===== config.mk =====
export PLATFORM = sky130hd
export DESIGN_NAME = prl_key_search
export DESIGN_NICKNAME = d
export VERILOG_FILES = /design/src/hdl/prl_pkg.sv /design/src/hdl/prl_key_search.sv
export VERILOG_INCLUDE_DIRS = /design/src /design/src/hdl
export SDC_FILE = /design/constraint.sdc
export NUM_CORES = 2
export LEC_CHECK = 0
export ABC_AREA = 1
export BUFFER_PORTS_ARGS = -buffer_cell sky130_fd_sc_hd__buf_2
export CAP_MARGIN = 20
export CELL_PAD_IN_SITES_DETAIL_PLACEMENT = 1
export CELL_PAD_IN_SITES_GLOBAL_PLACEMENT = 2
export CORE_MARGIN = 4
export CORE_UTILIZATION = 29
export DETAILED_ROUTE_END_ITERATION = 7
export PLACE_DENSITY_LB_ADDON = 0.1
export SLEW_MARGIN = 10
export SYNTH_ARGS = -nofsm -noshare
export SYNTH_HDL_FRONTEND = slang
export SYNTH_SLANG_ARGS = --single-unit

===== constraint.sdc =====
create_clock -name clk -period 15.5 [get_ports clk]
set_input_delay 1.55 -clock clk [delete_from_list [all_inputs] [get_ports clk]]
set_output_delay 1.55 -clock clk [all_outputs]
set_load 0.01 [all_outputs]

===== src/hdl/per_user_request_rate_limiter_defines.svh =====
// Assertion macros shared by the rate limiter RTL
`ifndef PER_USER_REQUEST_RATE_LIMITER_DEFINES_SVH
`define PER_USER_REQUEST_RATE_LIMITER_DEFINES_SVH
`ifndef NO_ASSERTIONS
// ante true at an edge implies cons at the same edge
`define ASSERT_IMPLY(label, clk, rst, ante, cons) \
  label: assert property (@(posedge clk) disable iff (rst) (ante) |-> (cons)) \
    else $error("assertion failed: implication");
// ante true at an edge implies cons at the next edge
`define ASSERT_NEXT(label, clk, rst, ante, cons) \
  label: assert property (@(posedge clk) disable iff (rst) (ante) |=> (cons)) \
    else $error("assertion failed: next-cycle implication");
`else
`define ASSERT_IMPLY(label, clk, rst, ante, cons)
`define ASSERT_NEXT(label, clk, rst, ante, cons)
`endif
`endif


===== src/hdl/prl_pkg.sv =====
// Shared types and constants of the per-user request rate limiter
`timescale 1ns / 1ps
package prl_pkg;

  localparam int USERS_DEF  = 64;
  localparam int WINDOW_DEF = 5;

  localparam int KEY_W  = 64;
  localparam int TIME_W = 32;
  localparam int SPAN_W = 16;

  localparam int APB_DATA_W = 32;
  localparam int PADDR_W    = 3;

  localparam logic [SPAN_W-1:0] SPAN_RESET = 16'd10;

  // word index of the register file (paddr above the byte offset)
  localparam logic [PADDR_W-3:0] REG_SPAN = 1'b0;

  typedef enum logic [1:0] {
    T_IDLE,
    T_SEARCH,
    T_WINDOW
  } top_state_t;

  typedef enum logic {
    K_IDLE,
    K_SCAN
  } key_state_t;

  typedef enum logic [1:0] {
    W_IDLE,
    W_META,
    W_UPDATE,
    W_OLDEST
  } win_state_t;

  typedef struct packed {
    logic valid;
    logic full;
    logic is_new;
  } key_rsp_t;

  typedef struct packed {
    logic done;
    logic banned;
  } win_rsp_t;

endpackage


===== src/hdl/prl_key_search.sv =====
// Key table: stored keys, allocation count and a linear scan over the key memory
`timescale 1ns / 1ps
`include "per_user_request_rate_limiter_defines.svh"
module prl_key_search import prl_pkg::*; #(
  parameter int USERS = USERS_DEF
) (
  input  logic                                   clk,
  input  logic                                   rst,
  input  logic                                   go,
  input  logic [KEY_W-1:0]                       key,
  output key_rsp_t                               rsp,
  output logic [((USERS > 1) ? $clog2(USERS) : 1)-1:0] slot
);

  localparam int IDX_W = (USERS > 1) ? $clog2(USERS) : 1;
  localparam int CNT_W = $clog2(USERS + 1);

  key_state_t       state, state_next;
  logic [KEY_W-1:0] key_q;
  logic [CNT_W-1:0] rd_idx;
  logic             cmp_valid;
  logic [IDX_W-1:0] cmp_idx;
  logic [CNT_W-1:0] entry_count;
  logic [KEY_W-1:0] key_rdata;
  logic [KEY_W-1:0] key_mem [USERS];

  logic hit;
  logic more;
  logic rd_en;
  logic wr_en;

  assign hit  = cmp_valid && (key_rdata == key_q);
  assign more = rd_idx < entry_count;

  always_comb begin
    state_next = state;
    case (state)
      K_IDLE: if (go) state_next = K_SCAN;
      K_SCAN: if (hit || (!cmp_valid && !more)) state_next = K_IDLE;
      default: state_next = K_IDLE;
    endcase
  end

  always_comb begin
    rsp   = '0;
    slot  = cmp_idx;
    rd_en = 1'b0;
    wr_en = 1'b0;
    case (state)
      K_SCAN: begin
        if (hit) begin
          rsp.valid = 1'b1;
        end else if (!cmp_valid && !more) begin
          rsp.valid = 1'b1;
          if (entry_count == CNT_W'(USERS)) begin
            rsp.full = 1'b1;
          end else begin
            // allocate the lowest free entry: entries fill from zero upward
            rsp.is_new = 1'b1;
            slot       = entry_count[IDX_W-1:0];
            wr_en      = 1'b1;
          end
        end else if (more) begin
          rd_en = 1'b1;
        end
      end
      default: ;
    endcase
  end

  always_ff @(posedge clk) begin
    if (rst) begin
      state       <= K_IDLE;
      entry_count <= '0;
      rd_idx      <= '0;
      cmp_valid   <= 1'b0;
    end else begin
      state <= state_next;
      if (state == K_IDLE) begin
        rd_idx    <= '0;
        cmp_valid <= 1'b0;
      end else begin
        cmp_valid <= rd_en;
        if (rd_en) rd_idx <= rd_idx + 1'b1;
      end
      if (wr_en) entry_count <= entry_count + 1'b1;
    end
  end

  always_ff @(posedge clk) begin
    if (state == K_IDLE && go) key_q <= key;
    if (rd_en) cmp_idx <= rd_idx[IDX_W-1:0];
  end

  always_ff @(posedge clk) begin
    if (wr_en) key_mem[slot] <= key_q;
  end

  always_ff @(posedge clk) begin
    if (rd_en) key_rdata <= key_mem[rd_idx[IDX_W-1:0]];
  end

  `ASSERT_IMPLY(a_count_bound, clk, rst, 1'b1, entry_count <= CNT_W'(USERS))
  `ASSERT_IMPLY(a_full_at_limit, clk, rst, rsp.full, entry_count == CNT_W'(USERS))
  `ASSERT_NEXT(a_alloc_counts, clk, rst, rsp.valid && rsp.is_new, entry_count == $past(entry_count) + 1'b1)

endmodule


; ---- After elaboration in Yosys (flattened, before gate mapping)
; Memories as Yosys holds them, arrays and structs flattened. A register that Yosys moved wholly into a read port is not among the register bits.
; Index checks and enable logic that the tools add are counted.
; W data, S select, Z words.
[totals]
register_bits = 86
ram_bits = 4096
in_bits = 67
out_inout_bits = 9
elab_cells = 42
n_memories = 1
[mem_list]
columns = name, words, width, rd, rd_ports_with_merged_regs, wr, line
row1 = key_mem, 64, 64, 1, 1, 1, prl_key_search.sv:25  ; logic [KEY_W-1:0] key_mem [USERS];
[op_classes]
addsub = 2
order_cmp = 1
n_eq_ne = 2
n_mux = 22
n_bitwise = 1
reduce_logical = 7
[op_table]
columns = cell, n
row1 = $eq A64 B64 Y1, 1
row2 = $mux W6, 4
row3 = $add A7 B1 Y7 const B, 2
row4 = $mux W1, 14
row5 = $eq A7 B7 Y1 const B, 1
row6 = $lt A7 B7 Y1, 1
row7 = $mux W3, 2
row8 = $logic_and A1 B1 Y1, 3
row9 = $logic_not A1 Y1, 2
row10 = $mux W2, 1
row11 = $pmux W1 S2, 1
row12 = $reduce_or A2 Y1, 1
row13 = $logic_or A1 B1 Y1, 1
row14 = $not A1 Y1, 1

; ---- Longest topological paths before layout
[depth]
depth_word = 8
mapped_depth = 16
ltp_nobuf = 15

; ---- Worst setup path before layout
; OpenSTA, ideal clock, no wires.
[synth_path]
path_kind = register to register
start = register entry_count[6]
end = memory key_mem[12][0] (enable)
setup_time_ns = 0.486
arrival_time_ns = 4.571
required_ns = 15.014
setup_slack_ns = 10.443
stages_incl_launch_ff = 15
path_buffers = 0
synth_period_minus_slack_ns = 5.057
cell_sequence = dfxtp_1 -> inv_1 -> ha_1 -> a21o_1 -> nor2_1 -> nand2_4 -> nand2_1 -> nand2_1 -> nand2_1 -> nand2_1 -> nand2_2 -> inv_1 -> nor2_4 -> nand3_2 -> nor2_1
[synth_via]
elab_cells_between_ends = 14
classes_between = 1 x order compare / 1 x eq/ne / 10 x mux / 2 x reduce/logical
[synth_rtl]
columns = element, line
row1 = from (decl), prl_key_search.sv:23  ; logic [CNT_W-1:0] entry_count;
row2 = from (signal assigned), prl_key_search.sv:86  ; if (wr_en) entry_count <= entry_count + 1'b1;
row3 = $lt A7 B7 Y1, prl_key_search.sv:33  ; assign more = rd_idx < entry_count;
row4 = $logic_not A1 Y1, prl_key_search.sv:53  ; end else if (!cmp_valid && !more) begin
row5 = $logic_and A1 B1 Y1, prl_key_search.sv:53
row6 = $mux W6 *, prl_key_search.sv:53
row7 = $mux W6 *, prl_key_search.sv:51  ; if (hit) begin
row8 = $mux W6 *, prl_key_search.sv:49  ; case (state)
row9 = net slot (one bit), prl_key_search.sv:12  ; output logic [((USERS > 1) ? $clog2(USERS) : 1)-1:0] slot
row10 = to (decl), prl_key_search.sv:25
; The timed path passes the listed nets; every way through them passes the cells marked *.

==> metrics.md <==
| Metric | Value |
|---|---|
| Startpoint types | flop |
| Slowest stage delay, CP | 0.56 ns |
| Max-slew headroom | 0.130 |
| Initial core utilization | 0.292 |
| Path type of the worst setup path | flop to output pin |
| H-Tree Depth | 6 |
| Via count | 110000 |
| Asr flop ratio synth | 0 |
| Area share of the largest cell type after synthesis | 0.770 |
| Total GRT Usage | 0.243 |
| Cell Rows | around 280 |
| Sequential area share after synthesis | 0.772 |
| Commonest cells in the netlist | 4230 x edfxtp_1, 2246 x nor2_1, 2071 x o21ai_0 |
| Most frequent cell after synthesis | edfxtp_1 |
| Final setup TNS | 0 ns |
| Dpl hpwl | between 300000 and 400000 um |
| Leakage | 60.6 nW |
| Fmax | approximately 160 MHz |
| Root Buffer | clkbuf_16 |
| Hold Path Class | flop to flop |
| Status | finished, final reports clean |
| Ys Warns | 0 |
| TritonCTS Buffers | ~520 |
| Die Y | 762 um |
| Vias in the first global route | approximately 110k |
| 1st-iter DRT viols | 11600 |
| Total Wirelength | a little over 700000 um |
| WHS | 0.500 ns |
| EDFF count, synth | 4230 |
| Synth Flop Type | edfxtp_1 |
| Max-cap violations | 0 |
| Nets@finish | 12300 |
| Final Setup Violations | 0 |
| Final instance area | 0.191 mm^2 |
| First-pass GRT wire length | 984000 um |
| Sink Count | approximately 4200 |
| Register Area | 0.127 mm^2 |
| Fill cells | approximately 59000 |
| Critical path data required time | 13.95 ns |
| Slowest CP cell | buf_4 |
| Worst slew pin tran | 1.30 ns |
| Largest net degree at the start of global routing | around 210 |
| Drt first pass iters | 5 |
| Post-route minimum period | 6.36 ns |
| Peak VDD IR | 115 uV |
| Syn Nets | 12200 |
| Worst-skew pair later-pin latency | 1.09 ns |
| # resized after CTS | 0 |
| Antenna Nets Post-Route | 0 |
| Max-slew violations | 0 |
| Syn avg cell area | 13.7 um^2 |
| Critical path, cell by cell | buf_4, inv_1, nand2_1, o21ai_0, nor2_1, nand2_1, nor2_1, nand2_1, nor2_1, nand3_1, o21ai_0, buf_4, buf_2 |
| CP Capture Type | output pin |
| Clock Skew | 0.0669 ns |
| Synth top area cells | edfxtp_1 77%, o21ai_0 6.3%, nor2_1 5.1% |
| Cell taking the most area after synthesis | edfxtp_1 |
| Reg clk slew, reported paths | 0.06 ns |
| Die area | roughly 0.58 mm^2 |
| Antenna violations before repair | 68 |
| Global route total overflow | 0 |
| DRC | 0 |
| Die W | between 700 and 800 um |
| CTS tree | done |
| Setup WS post-layout | ~9 ns |
| Post-Syn Area | approximately 0.17 mm^2 |
| WL/cell | 36.1 um |
| Area of the multi-input gates | between 0.03 and 0.04 mm^2 |
| I/O pin cnt | 76 |
| Gpl congestion | 0.772 |
| Flip-flop and latch count after synthesis | 4246 |
| Data arrival, critical path | approximately 4.8 ns |
| Cell count after synthesis | 12100 |
| Final period util | 0.410 |
| Max clock buf depth | 4 |
| P per Cell Area | 132 mW/mm^2 |
| RSZ-0062 raised after global routing | false |
| Worst-path fanout max | 66 |
| Distinct cells, synth | 39 |
| Area delta synth->final | 15.8% |
| Placed Instance Area | 0.175 mm^2 |
| Share of cells above drive strength 1 | 0.0978 |
| Vias per cell | 5.48 |
| Post-CTS Setup Inserts | 0 |
| Core area | 0.566 mm^2 |
| Fin. Hold Viols | 0 |
| # hold bufs at CTS | 0 |
| Input/output buffers | 75 |
| Setup WS pre-CTS | ~10 ns |
[path summary, 6_finish.rpt]
path | startpoint | endpoint | slack [ns] | depth (start not counted)
worst max-delay path | key_q[46] | rsp[2] | 9.14 | 13
worst min-delay path | entry_count[6] | entry_count[6] | 0.50 | 2
worst max register to register | rd_idx[0] | key_mem[40][35] | 9.74 | 14
worst min register to register | entry_count[6] | entry_count[6] | 0.50 | 2
[cells by family after synthesis]
| group | count (synthesis) | synth area share |
|---|---|---|
| flip-flops | 4246 | 0.772 |
| AND/OR/NAND/NOR | 3523 | 0.0860 |
| AO/OA/AOI/OAI | 3321 | 0.116 |
| buffers and inverters | 972 | 0.0248 |
| XOR/XNOR | 19 | 0.00101 |
| adder cells (fa/ha/maj) | 9 | 0.000682 |
[critical path, delay by kind of cell (launching register included)]
family	cells	cell delay [ns]
AND/OR/NAND/NOR	7	1.72
buffers and inverters	4	1.06
AO/OA/AOI/OAI	2	0.52
flip-flops	1	0.36
[flip-flops by register name, summed over array words and instances (netlist names)]
signal       cells
cmp_valid        1
cmp_idx          6
rd_idx           7
key_mem       4096
state            1
key_q           64
key_rdata       64
entry_count      7
[cell usage in the layout (no fill, tap or decap), types with 149 or more instances in the layout]
cell / n
nand2_1: 690
clkbuf_16: 533
nor2_1: 2177
o21ai_0: 2071
a21oi_1: 149
o22ai_1: 567
nand3_1: 489
o221ai_1: 399
edfxtp_1: 4230
buf_4: 334
[per-stage QoR]
step | util | cells | power (mW)
floorplan | - | 12100 | 13.5
global placement | 0.309 | 19200 | 13.9
detailed placement | 0.309 | 19200 | 13.9
CTS | 0.338 | 20100 | 25.6
global route | 0.338 | 20100 | 26.1
finish | 0.338 | 20100 | 25.3
[report_power, final]
group          internal, mW  total, mW  switching (mW)
combinational         0.145      0.857           0.713
sequential             12.8       12.8          0.0383
clock                  6.59       11.6            5.02
[per-layer routing]
metal | global-route usage | up-vias | share of wire | wire length, um
met5 | 0 | - | 0.000026 | 19
met4 | 0.0507 | 4 | 0.022 | 15900
met3 | 0.0257 | 835 | 0.047 | 34400
met2 | 0.398 | 3189 | 0.47 | 342000
met1 | 0.350 | 60400 | 0.46 | 335000
li1 | - | 45900 | - | -
[cell type report]
class                      count  area share
sequential                  4246       0.666
multi-input combinational   6872       0.178
clock buffer                 669      0.0725
tap                         7506      0.0491
timing repair buffer         450      0.0195
clock inverter               262      0.0114
inverter                     109     0.00254
antenna                       15    0.000196
(Power assumes the default switching activity.)
